`config.mk`:
```
export PLATFORM = sky130hd
export DESIGN_NAME = hbf_queue
export DESIGN_NICKNAME = d
export VERILOG_FILES = /design/src/rtl/hbf_pkg.sv /design/src/rtl/hbf_queue.sv
export SDC_FILE = /design/constraint.sdc
export NUM_CORES = 1
export LEC_CHECK = 0
export BUFFER_PORTS_ARGS = -buffer_cell sky130_fd_sc_hd__buf_4
export CORE_MARGIN = 5
export CORE_UTILIZATION = 25
export DETAILED_ROUTE_END_ITERATION = 7
export PLACE_DENSITY = 0.48
export SYNTH_ARGS = -nofsm -noshare
export SYNTH_HDL_FRONTEND = slang
export SYNTH_SLANG_ARGS = --single-unit
```
`constraint.sdc`:
```
create_clock -name i_clk -period 3.6 [get_ports i_clk]
set_clock_uncertainty 0.2 [all_clocks]
set_input_delay 0.54 -clock i_clk [delete_from_list [all_inputs] [get_ports i_clk]]
set_output_delay 0.54 -clock i_clk [all_outputs]
set_load 0.01 [all_outputs]
```
`src/rtl/hbf_pkg.sv`:
```
// Shared constants, types and codes of the 3x3 height map box filter.
package hbf_pkg;

    localparam int MAX_WIDTH    = 1024;
    localparam int COL_W        = $clog2(MAX_WIDTH);
    localparam int ROW_W        = 12;
    localparam int SAMPLE_W     = 8;
    localparam int MEAN_W       = 16;
    localparam int WIDTH_CFG_W  = 11;
    localparam int HEIGHT_CFG_W = 12;
    localparam int CFG_IDX_W    = 2;
    localparam int CFG_DATA_W   = 12;

    // Column sums over three rows and over the two lower rows, and the window sum.
    localparam int FULL_W = SAMPLE_W + 2;
    localparam int LOW_W  = SAMPLE_W + 1;
    localparam int SUM_W  = SAMPLE_W + 4;
    localparam int CNT_W  = 4;

    // Job queue between front and back.
    localparam int QDEPTH = 4;
    localparam int QPTR_W = $clog2(QDEPTH);

    // Map size after reset.
    localparam int RESET_WIDTH  = 1024;
    localparam int RESET_HEIGHT = 1024;

    // Configuration register indexes.
    localparam logic [CFG_IDX_W-1:0] CFG_MAP_WIDTH  = CFG_IDX_W'(0);
    localparam logic [CFG_IDX_W-1:0] CFG_MAP_HEIGHT = CFG_IDX_W'(1);

    // Result kinds one sample can cause, in emission order. The inner kinds
    // are centered one column back, the edge kinds on the last column; the
    // previous-row kinds one row back, the last-row kinds on the bottom row.
    localparam int NUM_KINDS       = 4;
    localparam int KIND_PREV_INNER = 0;
    localparam int KIND_PREV_EDGE  = 1;
    localparam int KIND_LAST_INNER = 2;
    localparam int KIND_LAST_EDGE  = 3;

    typedef struct packed {
        logic                   restart;
        logic [COL_W-1:0]       col_last;
        logic [ROW_W-1:0]       row_last;
    } t_frame_cfg;

    typedef struct packed {
        logic [NUM_KINDS-1:0]   kinds;
        logic [COL_W-1:0]       col;
        logic [ROW_W-1:0]       row;
        logic                   col_ge1;
        logic                   col_ge2;
        logic                   row_ge1;
        logic                   row_ge2;
        logic [FULL_W-1:0]      full_p2;
        logic [FULL_W-1:0]      full_p1;
        logic [FULL_W-1:0]      full_c;
        logic [LOW_W-1:0]       low_p2;
        logic [LOW_W-1:0]       low_p1;
        logic [LOW_W-1:0]       low_c;
    } t_job;

endpackage

```
`src/rtl/hbf_queue.sv`:
```
// Short job queue that decouples the front end from the back end.
module hbf_queue import hbf_pkg::*; (
    input  logic i_clk,
    input  logic i_rst_n,
    input  logic i_push,
    input  t_job i_job,
    output logic o_full,
    output logic o_valid,
    output t_job o_job,
    input  logic i_pop
);

    t_job              r_mem [QDEPTH];
    logic [QPTR_W-1:0] r_wptr;
    logic [QPTR_W-1:0] r_rptr;
    logic [QPTR_W:0]   r_count;
    logic              push;
    logic              pop;

    assign o_full  = (r_count == (QPTR_W+1)'(QDEPTH));
    assign o_valid = (r_count != '0);
    assign push    = i_push && !o_full;
    assign pop     = i_pop && o_valid;
    assign o_job   = r_mem[r_rptr];

    always_ff @(posedge i_clk) begin
        if (!i_rst_n) begin
            r_wptr  <= '0;
            r_rptr  <= '0;
            r_count <= '0;
        end else begin
            if (push) begin
                r_wptr <= (r_wptr == QPTR_W'(QDEPTH-1)) ? '0 : r_wptr + 1'b1;
            end
            if (pop) begin
                r_rptr <= (r_rptr == QPTR_W'(QDEPTH-1)) ? '0 : r_rptr + 1'b1;
            end
            if (push && !pop) begin
                r_count <= r_count + 1'b1;
            end else if (pop && !push) begin
                r_count <= r_count - 1'b1;
            end
        end
    end

    always_ff @(posedge i_clk) begin
        if (push) begin
            r_mem[r_wptr] <= i_job;
        end
    end

endmodule

```
==> results_dict.tcl <==
set metrics [dict create \
    drtIter0Drc 260 \
    die_x_um 238 \
    synth_edf_count 348 \
    io_pins 180 \
    fmax_ghz 0.334 \
    syn_inst 506 \
    synthTopCellsByCount "edfxtp_1, mux4_2, buf_2, dfxtp_1, clkbuf_1" \
    place.gp.congestion 0.660 \
    cts_resized 0 \
    r2r_setup_slack_ps 1070 \
    drc 0 \
    yosysTopAreaCell "edfxtp_1" \
    p_leak_nw 5.79 \
    finalWirelength_mm 28.6 \
    reg2reg_depth 7 \
    area_growth_pct 33.7 \
    ys_seq_elements 357 \
    antenna_found_initial 0 \
    antennaDiodeCount 0 \
    maxSlewViolCount 0 \
    worstPathRequired_ps 2860 \
    track_usage_pct 9.94 \
    synth_fp_nets 604 \
    syn_area_per_cell_um2 25.8 \
    grt_max_degree 88 \
    relSlewSlack_pct 60.5 \
    cap_violations 0 \
    final_util_pct 33.8 \
    drt-met1-wl_mm 12.3 \
    crit_type "reg -> out" \
    grt_pass1_wl_mm 42.9 \
    synth-simple-area-share_pct 0.797 \
    reg2reg_to "r_count[2]$_SDFFE_PN0P_" \
    initial_core_util_pct 25.3 \
    hpwl_mm 16.6 \
    setup_viol 0 \
    fillers 4913 \
    cts_tree "yes" \
    fin_crit_sh_pct 83.2 \
    die_area_um2 56800 \
    synth_warnings 0 \
    core_area_um2 51500 \
    clock_latency_ps 520 \
    rsz0062_at_grt "false" \
    peakVddDrop_mv 0.324 \
    worst-path-max-fanout 25 \
    layout-drive-gt1-share_pct 40.9 \
    synthTopCellsByArea "edfxtp_1, mux4_2, dfxtp_1, ha_1, buf_2" \
    grt_pass1_vias 6927 \
    synth_top_family_by_area "multiplexers" \
    viasPerCell 4.09 \
    muxShareOfSynthArea_pct 15.3 \
    synth.most_common_cell "edfxtp_1" \
    grt_overflow 0 \
    wl_per_cell_um 18.8 \
    num_rows 83 \
    ant_nets 0 \
    met3WireLength_mm 1.59 \
    hold_viol 0 \
    timing.final.crit_period_ps 3000 \
    topRoutingLayerUsed "met4" \
    synth_compound_area_share_pct 0.230 \
    mappedNetlistArea_um2 13000 \
    clk_pin_slew_worst_paths_ps 60 \
    seq_area_frac_synth_pct 81.6 \
    clock_path_buffers 3 \
    numCtsBuffers 40 \
    synth_top_area_share_pct 80.2 \
    numClockSinks 357 \
    hp-class "in -> reg" \
    power_density_nw_per_um2 679 \
    first_pass_iters 6 \
    wl_met2_mm 14.1 \
    synthAdderAreaFrac_pct 0.730 \
    synth_xor_area_share_pct 0.134 \
    io_buffers 179 \
    die-height_um 238 \
    worstSetupEndpoint "o_job[49]" \
    worst_pin_slew_ps 592 \
    root_buffer "clkbuf_16" \
    totalNegativeSetupSlack_ps 0 \
    synthDistinctLibCells 24 \
    num_vias 6199 \
    cp-end-kind "output port" \
    fin_nets 905 \
    async_flop_share_pct 0 \
    crit_arrival_ps 2260 \
    setup.worst_path.start_class "flop" \
    status "finished, final reports clean" \
    htreeDepth 2 \
    ys.flop_type "edfxtp_1" \
    r2r-start "r_count[0]$_SDFFE_PN0P_" \
]
-- cell type report --
| cell class | count | area, um2 | area share (%) |
|---|---|---|---|
| clock buffers | 47 | 1030 | 5.89 |
| repair buffers | 281 | 2460 | 14.1 |
| flip-flops and latches | 357 | 10600 | 61.0 |
| well taps | 680 | 851 | 4.88 |
| multi-input cells | 124 | 2250 | 12.9 |
| clock inverters | 24 | 189 | 1.08 |
| inverters | 3 | 11.3 | 0.0646 |
-- through the flow --
step,worst slack (ps),hold slack (ps),cell area (um2),total power [mW],std cells
6_report,605,139,17400,11.8,1516
3_3_place_gp,1050,290,15300,8.20,1358
2_1_floorplan,951,268,13000,6.83,506
4_1_cts,472,98.3,17400,12.1,1516
5_1_grt,414,121,17400,12.5,1516
3_5_place_dp,1060,298,15300,8.20,1358
-- registers in the layout, indices dropped and copies added, names as in the netlist, named ones only --
| signal | flops |
|---|---|
| r_mem | 348 |
| r_count | 3 |
| r_rptr | 2 |
| r_wptr | 2 |
-- where the power goes --
group / leakage [nW] / switching, mW / internal, mW
registers: 3.26 / 0.175 / 5.06
clock network: 0.587 / 1.58 / 2.19
logic: 1.94 / 1.33 / 1.50
total: 5.79 / 3.09 / 8.75
-- cell families after synthesis --
group,count (synthesis)
muxes,90
DFF,357
xor gates and xnor gates,2
AOI/OAI and AO/OA,5
buffers and inverters,25
adders and majority gates,7
and+or+nand+nor,20
-- cell usage in the layout, fill, tap and decap left out, types with 2 or more instances in the layout --
master and count:
edfxtp_1 348, buf_4 183, mux4_2 87, dlygate4sd3_1 87
clkbuf_16 40, buf_12 11, clkinv_1 9, clkbuf_1 7
dfxtp_1 7, nand2_1 6, ha_1 6, clkinv_2 6
and2_4 4, inv_1 3, mux2i_1 3, o21ai_0 3
clkinvlp_4 3, nor2b_1 2, or3_1 2, nor2_1 2
nand3_1 2, dfxtp_4 2, clkinv_4 2, bufinv_16 2
-- worst max-delay path, cell delays in order (launching register included) --
cell     delay, ps
dfxtp_4        670
buf_12         290
mux4_2         560
buf_4          160
-- worst min-delay path by stage --
| stage | slack [ps] | cells past startpoint | endpoint | startpoint |
|---|---|---|---|---|
| 6_report | 140 | 2 | r_count[1]$_SDFFE_PN0P_ | i_rst_n |
| 5_1_grt | 120 | 2 | r_count[2]$_SDFFE_PN0P_ | i_rst_n |
| 4_1_cts | 100 | 3 | r_wptr[0]$_SDFFE_PN0P_ | i_rst_n |
| 3_5_place_dp | 300 | 2 | r_wptr[1]$_SDFFE_PN0P_ | r_wptr[1]$_SDFFE_PN0P_ |
| 3_3_place_gp | 290 | 2 | r_wptr[1]$_SDFFE_PN0P_ | r_wptr[1]$_SDFFE_PN0P_ |
| 2_1_floorplan | 270 | 2 | r_wptr[1]$_SDFFE_PN0P_ | r_wptr[1]$_SDFFE_PN0P_ |
-- per-layer routing --
metal / global-route usage, % / vias to the layer above
li1: - / 2778
met3: 3.02 / 48
met1: 13.0 / 3231
met2: 16.3 / 142
met5: 0 / -
met4: 2.63 / 0
-- timing repair --
item,in CTS,in global routing
hold endpoints to repair,348,0
buffers inserted,0,0
hold buffers,87,0
setup endpoints to repair,0,0
Power figures use the tool's default switching activity.
