### src/rtl/hbf_pkg.sv
// Shared constants, types and codes of the 3x3 height map box filter.
package hbf_pkg;

    localparam int MAX_WIDTH    = 1024;
    localparam int COL_W        = $clog2(MAX_WIDTH);
    localparam int ROW_W        = 12;
    localparam int SAMPLE_W     = 8;
    localparam int MEAN_W       = 16;
    localparam int WIDTH_CFG_W  = 11;
    localparam int HEIGHT_CFG_W = 12;
    localparam int CFG_IDX_W    = 2;
    localparam int CFG_DATA_W   = 12;

    // Column sums over three rows and over the two lower rows, and the window sum.
    localparam int FULL_W = SAMPLE_W + 2;
    localparam int LOW_W  = SAMPLE_W + 1;
    localparam int SUM_W  = SAMPLE_W + 4;
    localparam int CNT_W  = 4;

    // Job queue between front and back.
    localparam int QDEPTH = 4;
    localparam int QPTR_W = $clog2(QDEPTH);

    // Map size after reset.
    localparam int RESET_WIDTH  = 1024;
    localparam int RESET_HEIGHT = 1024;

    // Configuration register indexes.
    localparam logic [CFG_IDX_W-1:0] CFG_MAP_WIDTH  = CFG_IDX_W'(0);
    localparam logic [CFG_IDX_W-1:0] CFG_MAP_HEIGHT = CFG_IDX_W'(1);

    // Result kinds one sample can cause, in emission order. The inner kinds
    // are centered one column back, the edge kinds on the last column; the
    // previous-row kinds one row back, the last-row kinds on the bottom row.
    localparam int NUM_KINDS       = 4;
    localparam int KIND_PREV_INNER = 0;
    localparam int KIND_PREV_EDGE  = 1;
    localparam int KIND_LAST_INNER = 2;
    localparam int KIND_LAST_EDGE  = 3;

    typedef struct packed {
        logic                   restart;
        logic [COL_W-1:0]       col_last;
        logic [ROW_W-1:0]       row_last;
    } t_frame_cfg;

    typedef struct packed {
        logic [NUM_KINDS-1:0]   kinds;
        logic [COL_W-1:0]       col;
        logic [ROW_W-1:0]       row;
        logic                   col_ge1;
        logic                   col_ge2;
        logic                   row_ge1;
        logic                   row_ge2;
        logic [FULL_W-1:0]      full_p2;
        logic [FULL_W-1:0]      full_p1;
        logic [FULL_W-1:0]      full_c;
        logic [LOW_W-1:0]       low_p2;
        logic [LOW_W-1:0]       low_p1;
        logic [LOW_W-1:0]       low_c;
    } t_job;

endpackage

### src/rtl/hbf_back.sv
// Back end: walks job results, one per cycle unless stalled; scales the window mean.
module hbf_back import hbf_pkg::*; (
    input  logic                i_clk,
    input  logic                i_rst_n,
    input  logic                i_job_valid,
    input  t_job                i_job,
    output logic                o_pop,
    output logic                o_valid,
    input  logic                i_ready,
    output logic [COL_W-1:0]    o_col,
    output logic [ROW_W-1:0]    o_row,
    output logic [MEAN_W-1:0]   o_mean_height,
    output logic                o_run_end,
    output logic                o_frame_end
);

    localparam int RECIP_W     = 25;
    localparam int RECIP_SHIFT = 16;

    // 256 * 2^16 / count, rounded up; exact after truncation for any window sum.
    function automatic logic [RECIP_W-1:0] recip(input logic [CNT_W-1:0] count);
        logic [RECIP_W-1:0] m;
        case (count)
            CNT_W'(1): m = RECIP_W'(16777216);
            CNT_W'(2): m = RECIP_W'(8388608);
            CNT_W'(3): m = RECIP_W'(5592406);
            CNT_W'(4): m = RECIP_W'(4194304);
            CNT_W'(6): m = RECIP_W'(2796203);
            CNT_W'(9): m = RECIP_W'(1864136);
            default:   m = '0;
        endcase
        return m;
    endfunction

    logic [NUM_KINDS-1:0] r_done;
    logic [NUM_KINDS-1:0] pending;
    logic [NUM_KINDS-1:0] pick;
    logic [NUM_KINDS-1:0] rest;
    logic                 sel;
    logic                 out_adv;
    logic                 s1_adv;

    logic [1:0]           ncol3;
    logic [1:0]           ncol2;
    logic [1:0]           nrow3;
    logic [1:0]           nrow2;
    logic [SUM_W-1:0]     n_sum;
    logic [CNT_W-1:0]     n_count;
    logic [COL_W-1:0]     n_col;
    logic [ROW_W-1:0]     n_row;

    logic                 r_s1_valid;
    logic [SUM_W-1:0]     r_s1_sum;
    logic [CNT_W-1:0]     r_s1_count;
    logic [COL_W-1:0]     r_s1_col;
    logic [ROW_W-1:0]     r_s1_row;
    logic                 r_s1_run_end;
    logic                 r_s1_frame_end;

    logic [SUM_W+RECIP_W-1:0] prod;

    logic                 r_o_valid;
    logic [COL_W-1:0]     r_o_col;
    logic [ROW_W-1:0]     r_o_row;
    logic [MEAN_W-1:0]    r_o_mean;
    logic                 r_o_run_end;
    logic                 r_o_frame_end;

    assign out_adv = !r_o_valid || i_ready;
    assign s1_adv  = !r_s1_valid || out_adv;

    // Lowest kind still owed by the job at the head of the queue.
    assign pending = i_job.kinds & ~r_done;
    assign pick    = pending & (~pending + 1'b1);
    assign rest    = pending & ~pick;
    assign sel     = i_job_valid && s1_adv;
    assign o_pop   = sel && (rest == '0);

    always_ff @(posedge i_clk) begin
        if (!i_rst_n) begin
            r_done <= '0;
        end else if (sel) begin
            r_done <= (rest == '0) ? '0 : (r_done | pick);
        end
    end

    always_comb begin
        ncol3 = i_job.col_ge2 ? 2'd3 : 2'd2;
        ncol2 = i_job.col_ge1 ? 2'd2 : 2'd1;
        nrow3 = i_job.row_ge2 ? 2'd3 : 2'd2;
        nrow2 = i_job.row_ge1 ? 2'd2 : 2'd1;
        if (pick[KIND_PREV_INNER]) begin
            n_sum   = SUM_W'(i_job.full_p2) + SUM_W'(i_job.full_p1) + SUM_W'(i_job.full_c);
            n_count = CNT_W'(ncol3) * CNT_W'(nrow3);
            n_col   = i_job.col - 1'b1;
            n_row   = i_job.row - 1'b1;
        end else if (pick[KIND_PREV_EDGE]) begin
            n_sum   = SUM_W'(i_job.full_p1) + SUM_W'(i_job.full_c);
            n_count = CNT_W'(ncol2) * CNT_W'(nrow3);
            n_col   = i_job.col;
            n_row   = i_job.row - 1'b1;
        end else if (pick[KIND_LAST_INNER]) begin
            n_sum   = SUM_W'(i_job.low_p2) + SUM_W'(i_job.low_p1) + SUM_W'(i_job.low_c);
            n_count = CNT_W'(ncol3) * CNT_W'(nrow2);
            n_col   = i_job.col - 1'b1;
            n_row   = i_job.row;
        end else begin
            n_sum   = SUM_W'(i_job.low_p1) + SUM_W'(i_job.low_c);
            n_count = CNT_W'(ncol2) * CNT_W'(nrow2);
            n_col   = i_job.col;
            n_row   = i_job.row;
        end
    end

    always_ff @(posedge i_clk) begin
        if (!i_rst_n) begin
            r_s1_valid <= 1'b0;
        end else if (s1_adv) begin
            r_s1_valid <= i_job_valid;
        end
    end

    always_ff @(posedge i_clk) begin
        if (sel) begin
            r_s1_sum       <= n_sum;
            r_s1_count     <= n_count;
            r_s1_col       <= n_col;
            r_s1_row       <= n_row;
            r_s1_run_end   <= (rest == '0);
            r_s1_frame_end <= pick[KIND_LAST_EDGE];
        end
    end

    assign prod = (SUM_W+RECIP_W)'(r_s1_sum) * (SUM_W+RECIP_W)'(recip(r_s1_count));

    always_ff @(posedge i_clk) begin
        if (!i_rst_n) begin
            r_o_valid <= 1'b0;
        end else if (out_adv) begin
            r_o_valid <= r_s1_valid;
        end
    end

    always_ff @(posedge i_clk) begin
        if (out_adv && r_s1_valid) begin
            r_o_col       <= r_s1_col;
            r_o_row       <= r_s1_row;
            r_o_mean      <= prod[RECIP_SHIFT +: MEAN_W];
            r_o_run_end   <= r_s1_run_end;
            r_o_frame_end <= r_s1_frame_end;
        end
    end

    assign o_valid       = r_o_valid;
    assign o_col         = r_o_col;
    assign o_row         = r_o_row;
    assign o_mean_height = r_o_mean;
    assign o_run_end     = r_o_run_end;
    assign o_frame_end   = r_o_frame_end;

endmodule

### config.mk
export PLATFORM = sky130hd
export DESIGN_NAME = hbf_back
export DESIGN_NICKNAME = d
export VERILOG_FILES = /design/src/rtl/hbf_pkg.sv /design/src/rtl/hbf_back.sv
export SDC_FILE = /design/constraint.sdc
export NUM_CORES = 1
export LEC_CHECK = 0
export BUFFER_PORTS_ARGS = -buffer_cell sky130_fd_sc_hd__buf_2
export CORE_MARGIN = 10
export CORE_UTILIZATION = 66
export CTS_BUF_LIST = sky130_fd_sc_hd__clkbuf_16
export DETAILED_ROUTE_END_ITERATION = 12
export GPL_TIMING_DRIVEN = 0
export MAX_ROUTING_LAYER = met4
export PLACE_DENSITY = 0.89
export SKIP_CTS_REPAIR_TIMING = 1
export SLEW_MARGIN = 15
export SYNTH_ARGS = -nofsm -noshare
export SYNTH_HDL_FRONTEND = slang
export SYNTH_SLANG_ARGS = --single-unit
export TNS_END_PERCENT = 5
### constraint.sdc
create_clock -name i_clk -period 9.8 [get_ports i_clk]
set_clock_uncertainty 0.05 [all_clocks]
set_input_delay 0.49 -clock i_clk [delete_from_list [all_inputs] [get_ports i_clk]]
set_output_delay 0.49 -clock i_clk [all_outputs]
set_load 0.005 [all_outputs]
==> flow_summary.json, run 1 <==
{
  "outcome": "finished, final reports clean",
  "clk_latency_ps": 370,
  "pre_cts_ws_ps": 3053,
  "cts.htree.levels": 3,
  "final_core_util_pct": 74.79,
  "layout_commonest_cell": "inv_1",
  "drt_wl_total_mm": 28.42,
  "ys_types": 75,
  "powerDensity_mw_per_mm2": 146.0,
  "synth_top_area_share_pct": 32.38,
  "core_mm2": 0.01730,
  "cp.required_ps": 9850,
  "period_needed_ps": 6758,
  "grt_overflow": 0,
  "clockBufferDepth": 2,
  "async_reset_ff_share_pct": 0,
  "ys_ff_latch": 86,
  "r2r_start": "r_s1_count[2]",
  "synth-edff-count": 80,
  "syn_area_mm2": 0.01162,
  "arrival_ps": 6810,
  "dieArea_mm2": 0.02332,
  "hp-class": "in -> reg",
  "avgSynthCellArea_um2": 10.03,
  "cp-endpoint": "o_mean_height[15]",
  "rr_endpoint": "o_mean_height[15]",
  "syn_nets": 1532,
  "yosysTopAreaCell": "fa_1",
  "cp_max_fo": 10,
  "max_freq_ghz": 0.1480,
  "num_antenna_cells": 0,
  "vdd_drop_max_mv": 0.1154,
  "slew_headroom_pct": 35.15,
  "final.setup.tns_ps": 0,
  "cp-start-kind": "flop",
  "crit_type": "reg -> reg",
  "grt_pass1_vias": 9474,
  "ff2ff_setup_slack_ps": 3040,
  "clkSinkCount": 86,
  "crit_path_start": "r_s1_count[2]",
  "worstRegToRegCells": 21,
  "dieWidth_um": 152.7,
  "drt_iter0_markers": 532,
  "cts_root_buffer": "clkbuf_16",
  "yosysSeqAreaShare_pct": 21.70,
  "grt_usage_pct": 25.48,
  "gp_congestion": 0.9704,
  "syn-instance-count": 1159,
  "syn_to_final_growth_pct": 11.30,
  "std_cell_rows": 48,
  "num_vias": 8682,
  "setup_ws_ps": 3042,
  "dp_hpwl_mm": 24.39,
  "placed_cell_area_mm2": 0.01264,
  "numCtsBuffers": 9,
  "cp-end-kind": "flop",
  "cts.clk_slew.worst_paths_ps": 70,
  "tightest_slew_ps": 970.7,
  "dr.pass1.iters": 6,
  "hold_violations": 0,
  "final_cell_mix": "inv_1, fa_1, buf_2",
  "port_buffers": 132,
  "vias_per_cell": 5.660,
  "fin_nets": 1677,
  "start_util_pct": 67.19,
  "leakagePower_nw": 6.155,
  "drive_above_1_share_pct": 13.14,
  "yosys_most_used_dff": "edfxtp_1",
  "fin_crit_sh_pct": 68.96,
  "synth_area_leaders": "fa_1, edfxtp_1, ha_1",
  "fill_cells": 1185,
  "ant_nets": 0,
  "rsz0062_at_grt": "false",
  "wl_per_cell_um": 18.53,
  "finalSetupViolCount": 0,
  "slew_violations": 0,
  "grt_pass1_wl_mm": 46.58,
  "die_h_um": 152.7,
  "drc_errors": 0,
  "maxCapViolations": 0,
  "antenna_found_initial": 0,
  "pin_count": 133,
  "cts_tree": "built",
  "ys_warn_count": 0,
  "grt_max_degree": 30,
  "final_area_mm2": 0.01294
}
-- layer usage --
metal	vias to the layer above	wire length [µm]	track usage, %
li1	3992	-	-
met2	333	14730	44.56
met1	4269	10990	28.21
met4	0	1213	11.04
met3	88	1483	4.093
met5	-	0	-
-- flip-flops by register name, indices dropped and copies added, names as in the netlist, 4 cells and up --
| name | count |
|---|---|
| o_mean_height | 16 |
| o_row | 12 |
| r_s1_row | 12 |
| r_s1_sum | 12 |
| o_col | 10 |
| r_s1_col | 10 |
| r_done | 4 |
| r_s1_count | 4 |
-- power breakdown --
group / total (W) / leakage [nW] / switching (W) / internal [W]
Clock: 0.000345 / 0.147 / 0.000165 / 0.000180
Sequential: 0.000500 / 0.819 / 0.0000293 / 0.000471
Combinational: 0.00104 / 5.19 / 0.000623 / 0.000420
-- cells by family after synthesis --
family / synth area share (%)
AO/OA/AOI/OAI: 9.657
buffers and inverters: 9.581
AND/OR/NAND/NOR: 11.48
XOR/XNOR: 4.898
multiplexers: 0.1830
flip-flops: 21.70
adder cells (fa/ha/maj): 42.50
-- cells in the mapped netlist, drive strengths merged (16+ instances only) --
cell,n
a21oi,51
xor2,26
edfxtp,80
o21ai,33
and2,41
xnor2,39
inv,280
nand2,86
nand2b,16
ha,94
fa,188
nor2,49
-- area by class of cell --
cell class              instances  area (µm²)  share of cell area (%)
plain buffers                  14       62.56                  0.4836
clock inverters                 7       73.82                  0.5707
flip-flops and latches         86        2522                   19.50
repair buffers                134       708.2                   5.474
inverters                     280        1051                   8.125
clock buffers                   9       225.2                   1.741
well taps                     225       281.5                   2.176
multi-input cells             779        8011                   61.93
-- worst min-delay path by stage --
stage | from | to | slack (ps) | cells after the start
global placement | r_s1_row[11] | o_row[11] | 350 | 0
floorplan | r_s1_col[0] | o_col[0] | 350 | 0
global route | i_rst_n | o_valid | 340 | 2
detailed placement | r_s1_col[2] | o_col[2] | 350 | 0
finish | i_rst_n | o_valid | 330 | 2
CTS | i_rst_n | o_valid | 320 | 2
-- per-stage QoR --
step	power [W]	std cells	hold slack, ps
final	0.001889	1534	326.4
after global routing	0.002045	1534	336.0
after CTS	0.001888	1534	320.1
after detailed placement	0.001539	1518	354.5
after global placement	0.001487	1516	350.3
after floorplan	0.001255	1159	350.3
-- worst max-delay path, cell delays in order (launching register included) --
cell,delay (ps)
edfxtp_1,370
clkbuf_2,170
nor3_1,460
clkbuf_1,420
and2_1,340
nor2_1,100
fa_1,530
fa_1,560
inv_1,60
fa_1,460
fa_1,510
inv_1,50
fa_1,520
inv_1,40
ha_1,370
a21oi_1,270
o221a_2,260
nor2b_1,170
a21oi_2,100
nor2_2,280
o211ai_1,210
xnor2_1,170
Power figures use the tool's default switching activity.
==> inputs of run 2 (changes only) <==
--- a/config.mk
+++ b/config.mk
@@ -5,14 +5,15 @@
 export SDC_FILE = /design/constraint.sdc
 export NUM_CORES = 1
 export LEC_CHECK = 0
+export ABC_AREA = 1
 export BUFFER_PORTS_ARGS = -buffer_cell sky130_fd_sc_hd__buf_2
 export CORE_MARGIN = 10
-export CORE_UTILIZATION = 66
+export CORE_UTILIZATION = 62
 export CTS_BUF_LIST = sky130_fd_sc_hd__clkbuf_16
 export DETAILED_ROUTE_END_ITERATION = 12
 export GPL_TIMING_DRIVEN = 0
 export MAX_ROUTING_LAYER = met4
-export PLACE_DENSITY = 0.89
+export PLACE_DENSITY = 0.84
 export SKIP_CTS_REPAIR_TIMING = 1
 export SLEW_MARGIN = 15
 export SYNTH_ARGS = -nofsm -noshare
==> constraint.sdc (replaced) <==
create_clock -name i_clk -period 6.72 [get_ports i_clk]
set_clock_uncertainty 0.05 [all_clocks]
set_input_delay 0.336 -clock i_clk [delete_from_list [all_inputs] [get_ports i_clk]]
set_output_delay 0.336 -clock i_clk [all_outputs]
set_load 0.005 [all_outputs]
==> run 2 against run 1 <==
  * Worst hold slack lost 100 ps
  * Die area grew 12%
  * Via count grew 17%
  * Wire length grew 14%
  * Critical path type unchanged
==> flow_summary.json, run 2 <==
{
  "drive_above_1_share_pct": 12.45,
  "grt_pass1_wl_mm": 53.28,
  "grt_usage_pct": 26.20,
  "syn_to_final_growth_pct": 11.16,
  "start_util_pct": 63.24,
  "cts.clk_slew.worst_paths_ps": 70,
  "synth_top_family_by_area": "adder cells",
  "cp.required_ps": 6760,
  "synth_xor_area_share_pct": 2.757,
  "cp-end-kind": "flop",
  "rsz0062_at_grt": "false",
  "gp_congestion": 1.022,
  "cp_max_fo": 10,
  "cp-start-kind": "flop",
  "fill_cells": 1518,
  "cts_tree": "built",
  "final_cell_mix": "inv_1, nand2_1, fa_1",
  "synth_mux_area_share_pct": 0,
  "port_buffers": 132,
  "syn_nets": 1845,
  "placed_cell_area_mm2": 0.01345,
  "synth_compound_area_share_pct": 6.646,
  "yosys_most_used_dff": "edfxtp_1",
  "ys_ff_latch": 86,
  "powerDensity_mw_per_mm2": 217.1,
  "yosysSeqAreaShare_pct": 20.36,
  "grt_overflow": 0,
  "antenna_found_initial": 1,
  "core_mm2": 0.01959,
  "tightest_slew_ps": 663.7,
  "hold_violations": 0,
  "wl_per_cell_um": 17.11,
  "yosysTopAreaCell": "fa_1",
  "grt_max_degree": 29,
  "finalSetupViolCount": 0,
  "dr.pass1.iters": 5,
  "hold_path_end": "r_s1_row[11]",
  "clk_latency_ps": 350,
  "ff2ff_setup_slack_ps": 320,
  "drt_iter0_markers": 784,
  "synthAdderAreaFrac_pct": 39.87,
  "slew_violations": 0,
  "synth_top_area_share_pct": 30.38,
  "synth_commonest_cells": "inv_1, nand2_1, fa_1",
  "maxCapViolations": 0,
  "dp_hpwl_mm": 27.67,
  "largest_register_ffs": 16,
  "max_freq_ghz": 0.1564,
  "slew_headroom_pct": 55.59,
  "syn-instance-count": 1472,
  "dieArea_mm2": 0.02604,
  "leakagePower_nw": 6.979,
  "std_cell_rows": 51,
  "synth_area_leaders": "fa_1, edfxtp_1, inv_1",
  "ant_nets": 0,
  "avgSynthCellArea_um2": 8.416,
  "crit_type": "reg -> reg",
  "yosysMostFrequentCell": "inv_1",
  "numCtsBuffers": 9,
  "rr_endpoint": "o_mean_height[14]",
  "vias_per_cell": 5.378,
  "arrival_ps": 6430,
  "async_reset_ff_share_pct": 0,
  "r2r_start": "r_s1_count[1]",
  "whs_path_depth": 3,
  "worstRegToRegCells": 24,
  "ys_types": 46,
  "clockBufferDepth": 2,
  "clkSinkCount": 86,
  "hp-class": "in -> reg",
  "die_h_um": 161.4,
  "vdd_drop_max_mv": 0.1369,
  "fin_crit_sh_pct": 95.18,
  "cts.htree.levels": 3,
  "grt_pass1_vias": 10830,
  "drt_wl_total_mm": 32.31,
  "final.setup.tns_ps": 0,
  "drc_errors": 0,
  "ys_warn_count": 0,
  "outcome": "finished, final reports clean",
  "cts_root_buffer": "clkbuf_16",
  "dieWidth_um": 161.4,
  "syn_area_mm2": 0.01239,
  "final_core_util_pct": 70.29,
  "period_needed_ps": 6396,
  "yosys.area_share.simple_pct": 17.65,
  "fin_nets": 1990,
  "layout_commonest_cell": "inv_1",
  "synth-edff-count": 80,
  "pin_count": 133,
  "final_area_mm2": 0.01377,
  "min-delay-start": "i_job[72]",
  "num_vias": 10150
}
-- run 2: cell types whose count changed in the layout (fill, tap and decap cells not counted), sizes merged, moves of 19 or more --
cell	before	now
nand2	86	260
inv	284	417
nor2	49	140
nand3	12	60
and2	41	0
xnor2	39	10
a21oi	51	70
-- run 2: worst max-delay path by stage --
stage	from	endpoint	slack, ps	depth (start not counted)
finish	r_s1_count[1]	o_mean_height[14]	320	24
global route	r_s1_count[3]	o_mean_height[4]	4	27
CTS	r_s1_count[3]	o_mean_height[15]	260	22
detailed placement	r_s1_count[1]	o_mean_height[15]	270	24
global placement	r_s1_count[2]	o_mean_height[11]	340	22
floorplan	r_s1_count[3]	o_mean_height[4]	1180	27
-- run 2: cell type report --
cell class / instances / area [µm²] / area share (%)
clock inverters: 7 / 75.07 / 0.5452
plain buffers: 3 / 13.76 / 0.09995
diodes: 1 / 2.502 / 0.01817
clock buffers: 9 / 225.2 / 1.635
repair buffers: 134 / 715.7 / 5.197
well taps: 265 / 331.6 / 2.408
multi-input cells: 968 / 8324 / 60.45
flip-flops and latches: 86 / 2522 / 18.32
inverters: 415 / 1560 / 11.33
-- run 2: critical path, cell delays in order (launching register included) --
cell	delay, ps
edfxtp_1	410
inv_1	170
nand2_1	140
inv_2	80
nand3_1	140
nand2_1	160
clkinv_1	330
nor2_2	300
inv_1	80
fa_1	540
inv_1	80
fa_1	570
fa_1	520
inv_1	60
fa_1	530
inv_1	60
fa_1	520
ha_1	430
nand2_1	120
nor3_1	260
nand2_1	150
nor4_1	190
nand2_1	120
nand2_1	90
xor2_1	70
-- run 2: report_power, final --
part / switching [W] / internal [W] / total (W) / leakage [nW]
sequential: 0.0000303 / 0.000689 / 0.000719 / 0.820
clock: 0.000232 / 0.000263 / 0.000496 / 0.145
combinational: 0.00114 / 0.000639 / 0.00177 / 6.01
-- run 2: metrics by stage --
stage	setup WS [ps]	hold WS, ps	instances	power (W)
after detailed placement	274.0	354.5	1871	0.002466
after global routing	4.413	239.3	1888	0.003240
final	324.1	222.2	1888	0.002989
after global placement	337.5	350.9	1869	0.002419
after CTS	260.0	217.1	1887	0.002976
after floorplan	1178	350.3	1472	0.001942
-- run 2: cell families after synthesis --
family	after synthesis
flops	86
xor+xnor	39
fa+ha+maj	282
simple gates	501
compound gates	146
buf+inv	418
-- run 2: routing by layer --
metal  track usage, %  share of wire (%)
met4            8.892                3.2
met3            3.584                6.3
met5                -                  0
met1            31.39                 40
met2            44.81                 50
